$ cat config.mk
export PLATFORM = sky130hd
export DESIGN_NAME = utf8_to_utf16_decoder_unit
export DESIGN_NICKNAME = d
export VERILOG_FILES = /design/src/hw/rtl/u8u16_pkg.sv /design/src/hw/rtl/utf8_to_utf16_decoder_unit.sv /design/src/hw/rtl/u8u16_decode.sv
export SDC_FILE = /design/constraint.sdc
export NUM_CORES = 1
export LEC_CHECK = 0
export BUFFER_PORTS_ARGS = -buffer_cell sky130_fd_sc_hd__buf_4
export CORE_MARGIN = 5
export CORE_UTILIZATION = 49
export DETAILED_ROUTE_END_ITERATION = 8
export GPL_TIMING_DRIVEN = 0
export PLACE_DENSITY = 0.74
export SYNTH_ARGS = -nofsm -noshare
export SYNTH_HDL_FRONTEND = slang
export SYNTH_SLANG_ARGS = --single-unit
$ cat constraint.sdc
create_clock -name clock -period 2.1 [get_ports clock]
set_input_delay 0.525 -clock clock [delete_from_list [all_inputs] [get_ports clock]]
set_output_delay 0.525 -clock clock [all_outputs]
set_load 0.1 [all_outputs]
$ cat src/hw/rtl/u8u16_pkg.sv
`timescale 1ns / 1ps

package u8u16_pkg;

   localparam logic [7:0]  CONT_FLAG   = 8'h80;
   localparam logic [7:0]  LEAD3_MASK  = 8'hE0;
   localparam logic [7:0]  LEAD2_CODE  = 8'hC0;
   localparam logic [7:0]  LEAD4_MASK  = 8'hF0;
   localparam logic [7:0]  LEAD2_BITS  = 8'h1F;
   localparam logic [7:0]  LEAD3_BITS  = 8'h0F;
   localparam logic [7:0]  CONT_BITS   = 8'h3F;
   localparam logic [15:0] REPLACEMENT = 16'h003F;

   localparam logic [1:0]  PEND_NONE   = 2'd0;
   localparam logic [1:0]  PEND_ONE    = 2'd1;
   localparam logic [1:0]  PEND_TWO    = 2'd2;
   localparam logic [1:0]  PEND_SKIP   = 2'd3;

   typedef struct packed {
      logic        emit;
      logic [15:0] code_unit;
      logic        is_end;
   } result_type;

endpackage

$ cat src/hw/rtl/utf8_to_utf16_decoder_unit.sv
`timescale 1ns / 1ps
// UTF-8 to UTF-16 decoder (Basic Multilingual Plane).
// req channel: one raw byte of a NUL-terminated UTF-8 string per transfer.
// rsp channel: one UTF-16 code unit per transfer; rsp_is_end marks the
// terminating zero. Bytes 2..n of a multi-byte sequence give no transfer;
// the code unit leaves after the last byte. Leads 0x80..0xBF and 0xF0..0xFF
// give '?' at once and the next three bytes are dropped.
// Throughput: one byte per cycle while rsp_stall does not hold back a
// result. After the edge that takes a sequence's last byte, that byte waits
// in the input register, then the decode step writes the output register,
// which raises rsp_valid.
// Stall: while rsp_stall holds a valid result, the output register keeps it,
// the input register can still take one byte, and req_stall rises only once
// that byte is waiting on the blocked output register.
// Reset (synchronous): both registers empty, no sequence in progress.
module utf8_to_utf16_decoder_unit (
   input  logic        clock,
   input  logic        reset,
   input  logic        req_valid,
   output logic        req_stall,
   input  logic [7:0]  req_byte_value,
   output logic        rsp_valid,
   input  logic        rsp_stall,
   output logic [15:0] rsp_code_unit,
   output logic        rsp_is_end
);
   import u8u16_pkg::*;

   logic        in_valid_ff, in_valid_in;
   logic [7:0]  in_byte_ff;
   logic        rsp_valid_ff, rsp_valid_in;
   logic [15:0] rsp_code_ff;
   logic        rsp_end_ff;
   logic        advance;
   logic        accept;
   result_type  result;

   assign advance   = in_valid_ff && (!rsp_valid_ff || !rsp_stall);
   assign req_stall = in_valid_ff && !advance;
   assign accept    = req_valid && !req_stall;

   u8u16_decode u_decode (
      .clock      (clock),
      .reset      (reset),
      .advance    (advance),
      .byte_value (in_byte_ff),
      .result     (result)
   );

   always_comb begin
      in_valid_in = in_valid_ff;
      if (accept) begin
         in_valid_in = 1'b1;
      end else if (advance) begin
         in_valid_in = 1'b0;
      end
      rsp_valid_in = rsp_valid_ff;
      if (advance) begin
         rsp_valid_in = result.emit;
      end else if (rsp_valid_ff && !rsp_stall) begin
         rsp_valid_in = 1'b0;
      end
   end

   always_ff @(posedge clock) begin
      if (reset) begin
         in_valid_ff  <= 1'b0;
         rsp_valid_ff <= 1'b0;
      end else begin
         in_valid_ff  <= in_valid_in;
         rsp_valid_ff <= rsp_valid_in;
      end
      if (accept) begin
         in_byte_ff <= req_byte_value;
      end
      if (advance && result.emit) begin
         rsp_code_ff <= result.code_unit;
         rsp_end_ff  <= result.is_end;
      end
   end

   assign rsp_valid     = rsp_valid_ff;
   assign rsp_code_unit = rsp_code_ff;
   assign rsp_is_end    = rsp_end_ff;

endmodule

$ cat src/hw/rtl/u8u16_decode.sv
`timescale 1ns / 1ps

module u8u16_decode (
   input  logic                  clock,
   input  logic                  reset,
   input  logic                  advance,
   input  logic [7:0]            byte_value,
   output u8u16_pkg::result_type result
);
   import u8u16_pkg::*;

   logic [1:0]  pending_ff, pending_in;
   logic [15:0] bits_ff, bits_in;
   logic        skip_ff, skip_in;
   result_type  res;

   always_comb begin
      pending_in = pending_ff;
      bits_in    = bits_ff;
      skip_in    = skip_ff;
      res        = '0;
      if (advance) begin
         if (pending_ff != PEND_NONE) begin
            pending_in = pending_ff - 2'd1;
            if (skip_ff) begin
               if (pending_in == PEND_NONE) begin
                  skip_in = 1'b0;
               end
            end else if (pending_in == PEND_ONE) begin
               bits_in = bits_ff | {4'b0, byte_value[5:0], 6'b0};
            end else begin
               bits_in       = bits_ff | {10'b0, byte_value[5:0]};
               res.emit      = 1'b1;
               res.code_unit = bits_in;
            end
         end else if (byte_value == 8'h00) begin
            res.emit   = 1'b1;
            res.is_end = 1'b1;
         end else if ((byte_value & CONT_FLAG) == 8'h00) begin
            res.emit      = 1'b1;
            res.code_unit = {8'b0, byte_value};
         end else if ((byte_value & LEAD3_MASK) == LEAD2_CODE) begin
            bits_in    = {5'b0, byte_value[4:0], 6'b0};
            pending_in = PEND_ONE;
         end else if ((byte_value & LEAD4_MASK) == LEAD3_MASK) begin
            bits_in    = {byte_value[3:0], 12'b0};
            pending_in = PEND_TWO;
         end else begin
            // bad lead: replace it and drop the next three bytes
            skip_in       = 1'b1;
            pending_in    = PEND_SKIP;
            bits_in       = '0;
            res.emit      = 1'b1;
            res.code_unit = REPLACEMENT;
         end
      end
   end

   always_ff @(posedge clock) begin
      if (reset) begin
         pending_ff <= PEND_NONE;
         bits_ff    <= '0;
         skip_ff    <= 1'b0;
      end else begin
         pending_ff <= pending_in;
         bits_ff    <= bits_in;
         skip_ff    <= skip_in;
      end
   end

   assign result = res;

endmodule

==> results of run 1 <==
placed cells by master (no fill, tap or decap), types with 2 or more instances in the layout:
cell type	count
nand2_1	8
clkbuf_1	6
nor2_1	13
clkbuf_8	5
edfxtp_1	25
buf_4	30
and2_1	9
nand2b_1	2
nor3_1	11
inv_1	3
buf_2	3
nor4_1	2
nand3_1	13
a31oi_1	7
o21ai_0	7
a21oi_1	13
dfxtp_1	20
a22oi_1	5
buf_6	2
what timing repair did:
action / in CTS / in global routing
pin swaps: 0 / 1
buffers inserted: 0 / 1
setup endpoints to repair: 17 / 17
resized for setup: 1 / 0
final cells by class:
class	instances	area, sq um
fill	296	1400
clock inverter	2	33.8
tap	48	60.1
sequential	46	1170
multi-input combinational	106	614
timing repair buffer	31	245
clock buffer	5	68.8
inverter	3	11.3
buffer	11	60.1
flip-flops by register name, indices dropped and copies added (netlist names), named ones only:
signal and count:
in_byte_ff 8, u_decode.pending_ff 2, rsp_code_unit 16, in_valid_ff 1, rsp_valid 1, rsp_is_end 1
u_decode.bits_ff 16
routing by layer:
metal / track usage (%) / up-vias / share of wire [%]
li1: - / 682 / -
met1: 18.8 / 661 / 39
met2: 26.6 / 72 / 49
met3: 4.91 / 12 / 9.2
met4: 6.05 / 0 / 2.7
met5: 0 / - / 0
cells in the mapped netlist, drive strengths merged (2+ instances only):
cell / number
edfxtp: 25
nor2: 14
inv: 3
a21oi: 13
a211oi: 2
nand2b: 2
nor4: 3
nor3: 13
a22oi: 5
nand2: 8
and2: 9
dfxtp: 21
o21ai: 7
buf: 5
a31oi: 7
clkbuf: 6
nand3: 13
cell families after synthesis:
kind of cell / after synthesis / share of synthesized area, %
simple gates: 68 / 20.0
flops: 46 / 63.4
compound gates: 38 / 12.7
buf+inv: 14 / 3.86
power groups by stage:
stage               Sequential [W]  Clock [W]  Combinational, W
floorplan                  0.00114          0         0.0000915
global placement           0.00103          0          0.000265
detailed placement         0.00103          0          0.000270
CTS                        0.00101   0.000618          0.000273
global route               0.00101   0.000656          0.000296
finish                     0.00101   0.000609          0.000279
through the flow:
step	hold slack [ns]	instance area, sq um
2_1_floorplan	0.427	1850
3_3_place_gp	0.441	2140
3_5_place_dp	0.447	2140
4_1_cts	0.404	2250
5_1_grt	0.392	2270
6_report	0.412	2270
final timing paths:
path                              from                   end  slack, ns  depth (start not counted)
setup / recovery         in_byte_ff[5]      rsp_code_unit[1]       0.27                          6
hold / removal       req_byte_value[1]         in_byte_ff[1]       0.41                          1
setup reg to reg         in_byte_ff[5]      rsp_code_unit[1]       0.27                          6
hold reg to reg   u_decode.bits_ff[12]  u_decode.bits_ff[12]       0.46                          2
==> metrics.txt, run 1 <==
outcome finished clean; Post-Syn Area per Cell 11.1 sq um; Post-synth EDFFs 25; internal power 0.00140 W; CTS Sinks 46; FMAX 546 MHz; top cells by area, synth edfxtp_1 (41%), dfxtp_1 (23%), a21oi_1 (3.5%), nand3_1 (3.5%), and2_1 (3.0%); worst-path cell with the longest stage delay edfxtp_1; MaxCap Viol Count 0; Wirelength per Cell 15.1 microns; Initial Utilization 50.5%; Worst path top cell family by delay simple AND/OR/NAND/NOR gates; post-synth top area cell edfxtp_1; Worst path max stage delay 0.32 ns; Tightest Hold Check Type input pin to register; final WL 3790 microns; Die Ht 71.4 microns; row cnt 22; synthesis warning total 0; Fin Clk Skew 0.00434 ns; Async S/R FF share, synth 0%; total power 0.00190 W; Slew @ Worst Pin 0.594 ns; unrepaired setup endpoints after global routing false; Slew Limit Headroom 60.3%; CTS max path bufs 2; top-area cell type share of the netlist area 40.6%; Worst VDD drop 0.578 mV; Initial DRT Pass Iterations 4; fin crit share 87.2%; CP max FO 17; Combinational Power Share 14.7%; DRC marker count from the first detailed-route iteration 124; Tmin final 1.83 ns; hold_buf cts 0; Post-DP HPWL 2760 microns; CTS tree done; CTS buffer count 5; I/O pins 31; utilization after layout 61.9%; DP Cell Count 244; CP startpoint kind register; Post-Syn Area 1850 sq um; Core Area 3660 sq um; endpoint class of the critical path register; dpl ws -0.177 ns; share of layout cells above drive strength 1 24.0%; largest net degree at the start of global routing 18; drt drc 0; H-Tree Depth 2; GR Overflow Total 0; Final setup viols 0; Critical Path RT 2.10 ns; number of vias per cell 5.66; antenna violations before repair 0; cells along the critical path clkbuf_1 -> nand2_1 -> nand3_1 -> a21oi_1 -> nor2_4 -> buf_12; Bufs and invs on worst path 2; port buffer count 30; Skew-Pair Late Insertion Delay 0.29 ns; sequential fraction of the synthesis area 63.4%; overall die area 5100 sq um; area delta synth->final 22.6%; Routability Congestion 0.904; P_leak 0.834 nW; ANT nets after route 0; top_reg_cell synth edfxtp_1; synthesized flop and latch total 46; DR vias 1427; post-synthesis instance total 166; fin. max-slew vios 0; Die Wd 71.4 microns; Net Sw Frac 26.1%; sequential share of power 53.2%; Final #Nets 216; number of global-route vias before repair 1321; Clk pwr share 32.1%; TNS Setup 0 ns; Non-Filler Instances 252; Final Hold Viols 0; Synth Net Count 178; P_sw 0.000495 W; count of cell types in the netlist 32; first-pass GRT wire length 6280 microns; Clock Root Buffer clkbuf_8; clock transition at the registers of the reported paths 0.08 ns; gr usage total 15.8%; setup ws final 0.268 ns; Arr. time, crit path 1.84 ns; PwrDens 836 nW/um^2; diode count 0; critical path class register to register
(Power assumes the default switching activity.)
==> run 2: changes to the inputs <==
--- a/config.mk
+++ b/config.mk
@@ -6,11 +6,14 @@
 export NUM_CORES = 1
 export LEC_CHECK = 0
 export BUFFER_PORTS_ARGS = -buffer_cell sky130_fd_sc_hd__buf_4
+export CELL_PAD_IN_SITES_DETAIL_PLACEMENT = 1
+export CELL_PAD_IN_SITES_GLOBAL_PLACEMENT = 2
 export CORE_MARGIN = 5
-export CORE_UTILIZATION = 49
+export CORE_UTILIZATION = 32
 export DETAILED_ROUTE_END_ITERATION = 8
 export GPL_TIMING_DRIVEN = 0
-export PLACE_DENSITY = 0.74
+export HOLD_SLACK_MARGIN = 0.08
+export PLACE_DENSITY_LB_ADDON = 0.1
 export SYNTH_ARGS = -nofsm -noshare
 export SYNTH_HDL_FRONTEND = slang
 export SYNTH_SLANG_ARGS = --single-unit
==> run 2 against run 1 <==
  * Combinational power up 1%
  * Power up 4.2%
  * Critical path depth unchanged
  * Final area up 2.0%
  * Largest cell class unchanged
  * Register-to-register slack worse by 0.10 ns
==> metrics.txt, run 2 (synthesized netlist as in run 1, its figures left out) <==
hold_buf cts 0 (unchanged); ANT nets after route 0 (unchanged); Fin Clk Skew 0.00441 ns (+0.0000714 ns); cells along the critical path buf_2 -> inv_1 -> nor2_1 -> a21oi_1 -> nor2_4 -> buf_12; fin. max-slew vios 0 (unchanged); Slew @ Worst Pin 0.738 ns (+0.144 ns); fin area 2310 sq um (+2.0%); P_leak 0.841 nW (+0.91%); Worst path top cell family by delay simple AND/OR/NAND/NOR gates; Critical Path RT 2.11 ns (about the same); Final #Nets 216 (unchanged); Wirelength per Cell 16.1 microns (+6.7%); critical path class register to register; Bufs and invs on worst path 3 (+1); Core Area 5570 sq um (+52%); flop2flop setup slack 0.17 ns (-0.10 ns); diode count 0 (unchanged); Tightest Hold Check Type input pin to register; CTS buffer count 5 (unchanged); unrepaired setup endpoints after global routing false; Arr. time, crit path 1.94 ns (+0.10 ns); worst-path cell with the longest stage delay nor2_1; Die Ht 86.0 microns (+20%); Final setup viols 0 (unchanged); final WL 4450 microns (+17%); FMAX 518 MHz (-5.2%); row cnt 27 (+23%); drt drc 0 (unchanged); Slew Limit Headroom 50.7% (-9.6 points); H-Tree Depth 2 (unchanged); port buffer count 30 (unchanged); gr usage total 13.0% (-2.8 points); GR Overflow Total 0 (unchanged); share of layout cells above drive strength 1 24.9% (+0.86 points); CTS tree done; Worst VDD drop 0.313 mV (-46%); Routability Congestion 0.812 (-10%); Die Wd 86.0 microns (+20%); DR vias 1397 (-2.1%); antenna violations before repair 0 (unchanged); Skew-Pair Late Insertion Delay 0.29 ns (about the same); final hold slack 0.398 ns (-0.0139 ns); Post-DP HPWL 3130 microns (+14%); Worst path max stage delay 0.44 ns (+0.12 ns); I/O pins 31 (unchanged); DRC marker count from the first detailed-route iteration 40 (-68%); Placed Area 2170 sq um (+1.4%); most frequent cells in the layout buf_4 (30), edfxtp_1 (25), dfxtp_1 (20), nand3_1 (13), a21oi_1 (13); largest net degree at the start of global routing 18 (unchanged); CP max FO 17 (unchanged); Initial Utilization 33.2% (-17 points); fin crit share 92.0% (+4.8 points); first-pass GRT wire length 7390 microns (+18%); MaxCap Viol Count 0 (unchanged); commonest non-fill, non-tap cell in the layout buf_4; PwrDens 854 nW/um^2 (+2.1%); Non-Filler Instances 277 (+9.9%); CTS max path bufs 2 (unchanged); DP Cell Count 268 (+9.8%); area delta synth->final 25.1%; CTS Sinks 46 (unchanged); utilization after layout 41.5% (-20 points); Clock Root Buffer clkbuf_8; Initial DRT Pass Iterations 4 (unchanged); overall die area 7400 sq um (+45%); endpoint class of the critical path register; Final Hold Viols 0 (unchanged); clock transition at the registers of the reported paths 0.09 ns (about the same); Tmin final 1.93 ns (+0.100 ns); number of vias per cell 5.04 (-11%); outcome finished clean; CP startpoint kind register; number of global-route vias before repair 1493 (+13%)
## run 2: stage by stage
step | total power, W | TNS, ns | setup WS (ns)
2_1_floorplan | 0.00123 | 0 | 0.163
3_3_place_gp | 0.00130 | -4.89 | -0.288
3_5_place_dp | 0.00131 | -5.76 | -0.339
4_1_cts | 0.00200 | 0 | 0.187
5_1_grt | 0.00206 | 0 | 0.0447
6_report | 0.00198 | 0 | 0.168
## run 2: area by class of cell
| class | count | area (sq um) |
|---|---|---|
| tap | 72 | 90.1 |
| multi-input combinational | 106 | 617 |
| clock inverter | 1 | 30.0 |
| clock buffer | 7 | 86.3 |
| timing repair buffer | 31 | 245 |
| sequential | 46 | 1170 |
| buffer | 11 | 60.1 |
| fill | 621 | 3260 |
| inverter | 3 | 11.3 |
## run 2: routing by layer
metal  vias to the layer above  wire (microns)  track usage (%)  part of all wire [%]
met5                         -               0                0                     0
met1                       669            1950             15.9                    44
met2                        37            2200             21.7                    49
met4                         0              61             4.89                   1.4
li1                        684               -                -                     -
met3                         7             238             3.46                   5.4
## run 2: where the power goes
| group | total, W | leakage (nW) | internal [W] | switching [W] |
|---|---|---|---|---|
| sequential | 0.00101 | 0.413 | 0.000984 | 0.0000244 |
| combinational | 0.000283 | 0.370 | 0.0000731 | 0.000210 |
| clock | 0.000684 | 0.0585 | 0.000388 | 0.000296 |
## run 2: path summary, 6_finish.rpt
| check | to | cells after the start | start |
|---|---|---|---|
| max | rsp_code_unit[7] | 6 | u_decode.pending_ff[0] |
| max reg2reg | rsp_code_unit[7] | 6 | u_decode.pending_ff[0] |
| min | in_byte_ff[5] | 1 | req_byte_value[5] |
| min reg2reg | u_decode.bits_ff[14] | 2 | u_decode.bits_ff[14] |
## run 2: timing repair
action	4_1_cts	5_1_grt
setup buffers	1	0
resized for setup	2	0
endpoints found under the setup margin	17	0
